$ cat config.mk
export PLATFORM = sky130hd
export DESIGN_NAME = signed_bcd_add_sub_shift
export DESIGN_NICKNAME = d
export VERILOG_FILES = /design/src/hw/rtl/sbas_pkg.sv /design/src/hw/rtl/sbas_front.sv /design/src/hw/rtl/sbas_cell.sv /design/src/hw/rtl/sbas_back.sv /design/src/hw/rtl/signed_bcd_add_sub_shift.sv
export SDC_FILE = /design/constraint.sdc
export NUM_CORES = 2
export LEC_CHECK = 0
export BUFFER_PORTS_ARGS = -buffer_cell sky130_fd_sc_hd__buf_2
export CORE_ASPECT_RATIO = 0.75
export CORE_MARGIN = 8
export CORE_UTILIZATION = 35
export CTS_CLUSTER_SIZE = 14
export DETAILED_ROUTE_END_ITERATION = 8
export PLACE_DENSITY_LB_ADDON = 0.12
export SYNTH_ARGS = -nofsm -noshare
export SYNTH_HDL_FRONTEND = slang
export SYNTH_HIERARCHICAL = 1
export SYNTH_SLANG_ARGS = --single-unit
$ cat constraint.sdc
create_clock -name clock -period 4.7 [get_ports clock]
set_clock_uncertainty 0.05 [all_clocks]
set_input_delay 0.705 -clock clock [delete_from_list [all_inputs] [get_ports clock]]
set_output_delay 0.705 -clock clock [all_outputs]
set_load 0.1 [all_outputs]
$ cat src/hw/rtl/sbas_pkg.sv
`default_nettype none

package sbas_pkg;

   localparam int MAX_DIGITS = 16;
   localparam int DIGIT_W    = 4;
   localparam int MAG_W      = MAX_DIGITS * DIGIT_W;
   localparam int COUNT_W    = 5;

   typedef enum logic [1:0] {
      OP_ADD = 2'd0,
      OP_SUB = 2'd1,
      OP_SHL = 2'd2,
      OP_SHR = 2'd3
   } op_type;

   // One item as it travels down the digit chain. r0 holds the sum or A minus B,
   // r1 holds B minus A; c0 and c1 are the carry or borrow into the next digit,
   // cnt0 and cnt1 the number of significant digits seen so far.
   typedef struct packed {
      logic [MAG_W-1:0]   a_dig;
      logic [MAG_W-1:0]   b_dig;
      logic [MAG_W-1:0]   r0;
      logic [MAG_W-1:0]   r1;
      logic               c0;
      logic               c1;
      logic [COUNT_W-1:0] cnt0;
      logic [COUNT_W-1:0] cnt1;
      logic               eff_sub;
      logic               neg0;
      logic               neg1;
      logic               ovf_pre;
   } stage_type;

   // A nibble above nine reads as nine.
   function automatic logic [DIGIT_W-1:0] clamp_digit(input logic [DIGIT_W-1:0] nib);
      logic [DIGIT_W-1:0] res;
      res = (nib > 4'd9) ? 4'd9 : nib;
      return res;
   endfunction

endpackage

`default_nettype wire

$ cat src/hw/rtl/sbas_front.sv
`default_nettype none

module sbas_front
   import sbas_pkg::*;
#(
   parameter int DIGITS = MAX_DIGITS
) (
   input  wire logic [1:0]       operation,
   input  wire logic [MAG_W-1:0] a_magnitude,
   input  wire logic             a_negative,
   input  wire logic [MAG_W-1:0] b_magnitude,
   input  wire logic             b_negative,
   output stage_type             stage
);

   localparam logic [MAG_W-1:0] KEEP_MASK = {MAG_W{1'b1}} >> (DIGIT_W * (MAX_DIGITS - DIGITS));

   logic [MAG_W-1:0] a_clamp;
   logic [MAG_W-1:0] b_clamp;
   logic             b_neg_eff;

   always_comb begin
      for (int i = 0; i < MAX_DIGITS; i++) begin
         if (i < DIGITS) begin
            a_clamp[i*DIGIT_W +: DIGIT_W] = clamp_digit(a_magnitude[i*DIGIT_W +: DIGIT_W]);
            b_clamp[i*DIGIT_W +: DIGIT_W] = clamp_digit(b_magnitude[i*DIGIT_W +: DIGIT_W]);
         end else begin
            a_clamp[i*DIGIT_W +: DIGIT_W] = '0;
            b_clamp[i*DIGIT_W +: DIGIT_W] = '0;
         end
      end
   end

   assign b_neg_eff = b_negative ^ (op_type'(operation) == OP_SUB);

   always_comb begin
      stage         = '0;
      stage.neg0    = a_negative;
      unique case (op_type'(operation)) inside
         OP_ADD, OP_SUB: begin
            stage.a_dig   = a_clamp;
            stage.b_dig   = b_clamp;
            stage.eff_sub = a_negative ^ b_neg_eff;
            stage.neg1    = b_neg_eff;
         end
         OP_SHL: begin
            // Shifted copies of A meet a zero B, so the chain only counts digits.
            stage.a_dig   = (a_clamp << DIGIT_W) & KEEP_MASK;
            stage.ovf_pre = (a_clamp[(DIGITS-1)*DIGIT_W +: DIGIT_W] != '0);
         end
         OP_SHR: begin
            stage.a_dig   = a_clamp >> DIGIT_W;
         end
      endcase
   end

endmodule

`default_nettype wire

$ cat src/hw/rtl/sbas_cell.sv
`default_nettype none

module sbas_cell
   import sbas_pkg::*;
#(
   parameter int INDEX = 0
) (
   input  wire logic      clock,
   input  wire logic      reset,
   input  wire logic      in_valid,
   input  wire stage_type in_stage,
   output logic           out_valid,
   output stage_type      out_stage
);

   logic [DIGIT_W-1:0] ad;
   logic [DIGIT_W-1:0] bd;
   logic [4:0]         t0;
   logic [4:0]         t1;
   logic [DIGIT_W-1:0] d0;
   logic [DIGIT_W-1:0] d1;
   logic               k0;
   logic               k1;
   logic               valid_ff;
   stage_type          stage_ff;
   stage_type          stage_in;

   assign ad = in_stage.a_dig[INDEX*DIGIT_W +: DIGIT_W];
   assign bd = in_stage.b_dig[INDEX*DIGIT_W +: DIGIT_W];

   always_comb begin
      if (in_stage.eff_sub) begin
         // Digit of A minus B and of B minus A, each with its own borrow.
         t0 = 5'd10 + {1'b0, ad} - {1'b0, bd} - {4'b0, in_stage.c0};
         t1 = 5'd10 + {1'b0, bd} - {1'b0, ad} - {4'b0, in_stage.c1};
         k0 = (t0 < 5'd10);
         k1 = (t1 < 5'd10);
         d0 = k0 ? t0[DIGIT_W-1:0] : 4'(t0 - 5'd10);
         d1 = k1 ? t1[DIGIT_W-1:0] : 4'(t1 - 5'd10);
      end else begin
         t0 = {1'b0, ad} + {1'b0, bd} + {4'b0, in_stage.c0};
         t1 = '0;
         k0 = (t0 >= 5'd10);
         k1 = 1'b0;
         d0 = k0 ? 4'(t0 - 5'd10) : t0[DIGIT_W-1:0];
         d1 = '0;
      end

      stage_in    = in_stage;
      stage_in.r0[INDEX*DIGIT_W +: DIGIT_W] = d0;
      stage_in.r1[INDEX*DIGIT_W +: DIGIT_W] = d1;
      stage_in.c0 = k0;
      stage_in.c1 = k1;
      if (d0 != '0) begin
         stage_in.cnt0 = COUNT_W'(INDEX + 1);
      end
      if (d1 != '0) begin
         stage_in.cnt1 = COUNT_W'(INDEX + 1);
      end
   end

   always_ff @(posedge clock) begin
      if (reset) begin
         valid_ff <= 1'b0;
      end else begin
         valid_ff <= in_valid;
      end
      stage_ff <= stage_in;
   end

   assign out_valid = valid_ff;
   assign out_stage = stage_ff;

endmodule

`default_nettype wire

$ cat src/hw/rtl/sbas_back.sv
`default_nettype none

module sbas_back
   import sbas_pkg::*;
(
   input  wire logic          clock,
   input  wire logic          reset,
   input  wire logic          in_valid,
   input  wire stage_type     in_stage,
   output logic               strobe,
   output logic [MAG_W-1:0]   sum_magnitude,
   output logic               sum_negative,
   output logic [COUNT_W-1:0] digit_count,
   output logic               overflow
);

   logic               pick_ba;
   logic [MAG_W-1:0]   mag_sel;
   logic [COUNT_W-1:0] cnt_sel;
   logic               neg_sel;
   logic               ovf;
   logic               nonzero;

   logic               strobe_ff;
   logic [MAG_W-1:0]   mag_ff;
   logic               neg_ff;
   logic [COUNT_W-1:0] cnt_ff;
   logic               ovf_ff;

   always_comb begin
      // A final borrow out of A minus B means B was larger.
      pick_ba = in_stage.eff_sub & in_stage.c0;
      mag_sel = pick_ba ? in_stage.r1   : in_stage.r0;
      cnt_sel = pick_ba ? in_stage.cnt1 : in_stage.cnt0;
      neg_sel = pick_ba ? in_stage.neg1 : in_stage.neg0;
      ovf     = in_stage.ovf_pre | (~in_stage.eff_sub & in_stage.c0);
      nonzero = (cnt_sel != '0) | ovf;
   end

   always_ff @(posedge clock) begin
      if (reset) begin
         strobe_ff <= 1'b0;
      end else begin
         strobe_ff <= in_valid;
      end
      mag_ff <= mag_sel;
      neg_ff <= neg_sel & nonzero;
      cnt_ff <= (cnt_sel == '0) ? COUNT_W'(1) : cnt_sel;
      ovf_ff <= ovf;
   end

   assign strobe        = strobe_ff;
   assign sum_magnitude = mag_ff;
   assign sum_negative  = neg_ff;
   assign digit_count   = cnt_ff;
   assign overflow      = ovf_ff;

endmodule

`default_nettype wire

$ cat src/hw/rtl/signed_bcd_add_sub_shift.sv
`default_nettype none

// Signed packed-BCD add, subtract and decimal shift unit.
//
// A request beat is taken at a rising clock edge where start is high and busy
// is low. busy never rises: the unit takes a new beat in every cycle, since
// each beat flows down a chain of DIGITS digit cells, one cell per cycle, with
// the carry and borrow handed from cell to cell in the pipeline registers.
// The result beat appears on the rsp_ ports, marked by rsp_strobe, once it
// has passed the registers of the DIGITS digit cells and then the one output
// register of the back end.
// Throughput is one beat per cycle, and results leave in request order.
// Each result is shown for a single cycle; the receiver cannot stall the
// unit and must take every strobed beat.
// A synchronous reset drops every beat in flight and clears the strobe; the
// unit is ready for a request in the cycle after reset is released.
module signed_bcd_add_sub_shift
   import sbas_pkg::*;
#(
   parameter int DIGITS = MAX_DIGITS
) (
   input  wire logic               clock,
   input  wire logic               reset,
   input  wire logic               start,
   output logic                    busy,
   input  wire logic [1:0]         req_operation,
   input  wire logic [MAG_W-1:0]   req_a_magnitude,
   input  wire logic               req_a_negative,
   input  wire logic [MAG_W-1:0]   req_b_magnitude,
   input  wire logic               req_b_negative,
   output logic                    rsp_strobe,
   output logic [MAG_W-1:0]        rsp_sum_magnitude,
   output logic                    rsp_sum_negative,
   output logic [COUNT_W-1:0]      rsp_digit_count,
   output logic                    rsp_overflow
);

   // The pipeline has no back pressure, so it is always ready.
   assign busy = 1'b0;

   stage_type chain_stage [0:DIGITS];
   logic      chain_valid [0:DIGITS];

   // The front end clamps nibbles, drops digits above DIGITS, folds the
   // operation into an effective add or subtract, and pre-aligns A for shifts.
   sbas_front #(
      .DIGITS(DIGITS)
   ) u_front (
      .operation  (req_operation),
      .a_magnitude(req_a_magnitude),
      .a_negative (req_a_negative),
      .b_magnitude(req_b_magnitude),
      .b_negative (req_b_negative),
      .stage      (chain_stage[0])
   );

   assign chain_valid[0] = start & ~busy;

   // Cell i resolves digit i of the sum and of both differences and passes
   // the carries and digit counts to cell i + 1.
   for (genvar i = 0; i < DIGITS; i++) begin : g_cell
      sbas_cell #(
         .INDEX(i)
      ) u_cell (
         .clock    (clock),
         .reset    (reset),
         .in_valid (chain_valid[i]),
         .in_stage (chain_stage[i]),
         .out_valid(chain_valid[i+1]),
         .out_stage(chain_stage[i+1])
      );
   end

   // The back end picks the difference with the right sign, sets the sign of
   // a zero result without overflow to positive and registers the result beat.
   sbas_back u_back (
      .clock        (clock),
      .reset        (reset),
      .in_valid     (chain_valid[DIGITS]),
      .in_stage     (chain_stage[DIGITS]),
      .strobe       (rsp_strobe),
      .sum_magnitude(rsp_sum_magnitude),
      .sum_negative (rsp_sum_negative),
      .digit_count  (rsp_digit_count),
      .overflow     (rsp_overflow)
   );

   // Every request beat comes out after the fixed latency.
   a_latency: assert property (@(posedge clock) disable iff (reset)
      start |-> ##(DIGITS + 1) rsp_strobe)
      else $error("result beat missing after fixed latency");

   // No result beat follows a reset cycle.
   a_reset_clear: assert property (@(posedge clock)
      reset |=> !rsp_strobe)
      else $error("result strobe after reset");

   // The digit count covers every nonzero digit and stays in range.
   a_count_range: assert property (@(posedge clock) disable iff (reset)
      rsp_strobe |-> (rsp_digit_count >= COUNT_W'(1)) &&
                     (rsp_digit_count <= COUNT_W'(DIGITS)) &&
                     ((rsp_sum_magnitude >> (DIGIT_W * rsp_digit_count)) == '0))
      else $error("digit count does not match magnitude");

   // A zero result without overflow is always positive.
   a_zero_positive: assert property (@(posedge clock) disable iff (reset)
      (rsp_strobe && rsp_sum_magnitude == '0 && !rsp_overflow) |-> !rsp_sum_negative)
      else $error("negative zero result");

endmodule

`default_nettype wire

==> run metrics <==
Hold Fails Final Rpt=0; Switching Share=0.273; pin count of the biggest net entering global routing=75; Buffers & Inverters on Critical Path=3; Crit path required time=5.34 ns; M1 GR Usage=0.156; Rel. slew slack=0.250; status=completed; P&R area growth vs syn=16.6%; drt via density=a little over 4; total vias in the final route=between 30000 and 40000; Worst setup SP type=input port; total I/O pin count=208; final period utilization=0.786; Die ar.=204000 µm²; CTS Hold Buffers Added=30; initial core utilization=0.352; Clock Power Share=0.337; 1st-iter DRT viols=1574; Critical Path Max Stage Delay=about 0.52 ns; Rows=138; Internal Power=36.9 mW; RSZ-0062 raised after global routing=false; post-route ant nets=0; DRC Markers=0; WL/cell=14.5 µm; min-delay worst type=input port to register; pwr/cell area=654 nW/µm²; Reg power frac=0.504; most frequent cells in the layout=dfxtp_1, inv_1, ha_1, clkbuf_16, buf_2; initial antenna violation count=31; fmax=271 MHz; clock sink count=2391; Syn Std Cell Area=approximately 66000 µm²; placer congestion estimate=0.814; core area=between 150000 and 200000 µm²; GRT overflow=0; die height=approximately 400 µm; total track usage=0.111; GRT met3 Usage=0.0329; Reg2Reg Setup Slack=1.07 ns; Tmin final=3.69 ns; layout cells sized above 1=0.142; post-CTS sizing=0; first-pass GRT wire length=roughly 180000 µm; crit path max fanout=8; NetSw=~14 mW; Root Driver=clkbuf_16; busiest grt layer=met2; syn_area_per_cell=13.7 µm²; CTS Buffer Depth=3; post-DP HPWL=between 80000 and 90000 µm; slowest cell on the critical path=or4_1; final WL=115000 µm; crit path kind=input port to register; worst-skew pair later-pin latency=0.83 ns; Comb power frac=0.159; max_cap viols=0; Die W=519 µm; vias in the first global route=32500; Worst-Margin Slew=1.12 ns; met2 capacity usage during global routing=0.165; Final Setup Violations=0; Post-Synthesis Cells=4861; Reg clk slew, reported paths=0.06 ns; crit-path leading delay family=compound AO/OA/AOI/OAI gates; CTS tree=done; final slew viol count=0; Worst setup EP type=register; Arr. time, crit path=4.33 ns; Nets=5749; most common cell after layout, fill and taps aside=dfxtp_1; DR pass1 iterations=6; H-tree levels=4; IO buf count=206; Fin Setup TNS=0 ns; post-layout util=0.411; cts bufs inserted=215; Yosys Warn Count=6; Worst IR Drop VDD=383 µV; Lkg Pwr=32.8 nW; crit path cell chain=buf_2 > o21a_1 > nor2_1 > o22ai_1 > inv_1 > fa_1 > fa_1 > xnor2_2 > inv_1 > ha_1 > o211ai_1 > a221oi_2 > a21o_1 > a31oi_2 > or4_1; post-CTS setup repair buffer count=0
[power by group through the flow]
| stage | clock network [mW] | logic [mW] | registers, mW |
|---|---|---|---|
| global route | 18.7 | 8.80 | 26.0 |
| global placement | 0 | 8.04 | 26.1 |
| CTS | 17.8 | 8.13 | 25.7 |
| detailed placement | 0 | 8.06 | 26.1 |
| finish | 17.1 | 8.05 | 25.6 |
| floorplan | 0 | 4.37 | 27.7 |
[flip-flops by register name, indices dropped and copies added (netlist names)]
signal / flops
u_back/strobe: 1
g_cell.u_cell/out_stage: 2303
u_back/sum_magnitude: 64
u_back/digit_count: 5
g_cell.u_cell/out_valid: 16
u_back/overflow: 1
u_back/sum_negative: 1
[area by class of cell]
cell class              instances  area, µm²
diodes                         10       25.0
clock buffers                 297       6100
clock inverters                73        966
fillers                     17500     111000
inverters                     487       1830
multi-input cells            1920      16200
flip-flops and latches       2391      47900
well taps                    2520       3150
repair buffers                247       1430
[stage by stage]
stage	area [µm²]	hold slack [ns]	cells	setup WS, ns	total power [mW]
2_1_floorplan	66500	0.260	4872	0.459	32.0
3_3_place_gp	70100	0.260	7535	0.212	34.1
3_5_place_dp	70100	0.262	7535	0.193	34.2
4_1_cts	77500	0.000334	7935	1.08	51.6
5_1_grt	77500	0.0119	7940	0.830	53.6
6_report	77500	0.0937	7945	1.01	50.7
[worst paths after layout]
| kind | from | to | cells past startpoint |
|---|---|---|---|
| min reg2reg | g_cell[14].u_cell/out_stage[124]$_DFF_P_ | g_cell[15].u_cell/out_stage[124]$_DFF_P_ | 0 |
| max reg2reg | g_cell[6].u_cell/out_stage[172]$_DFF_P_ | g_cell[7].u_cell/out_stage[12]$_SDFF_PP1_ | 11 |
| max | req_a_magnitude[7] | g_cell[0].u_cell/out_stage[9]$_SDFF_PP1_ | 15 |
| min | req_b_magnitude[52] | g_cell[0].u_cell/out_stage[196]$_DFF_P_ | 3 |
[routing by layer]
layer  share of wire  routed length (µm)
met1            0.50               57900
met2            0.42               48000
met3           0.054                6210
met4           0.028                3180
met5         0.00060                  69
[worst min-delay path: cells and delay by family]
kind / cells / cell delay, ns
AOI/OAI and AO/OA: 1 / 0.06
buffers and inverters: 2 / 0.14
(Power assumes the default switching activity.)
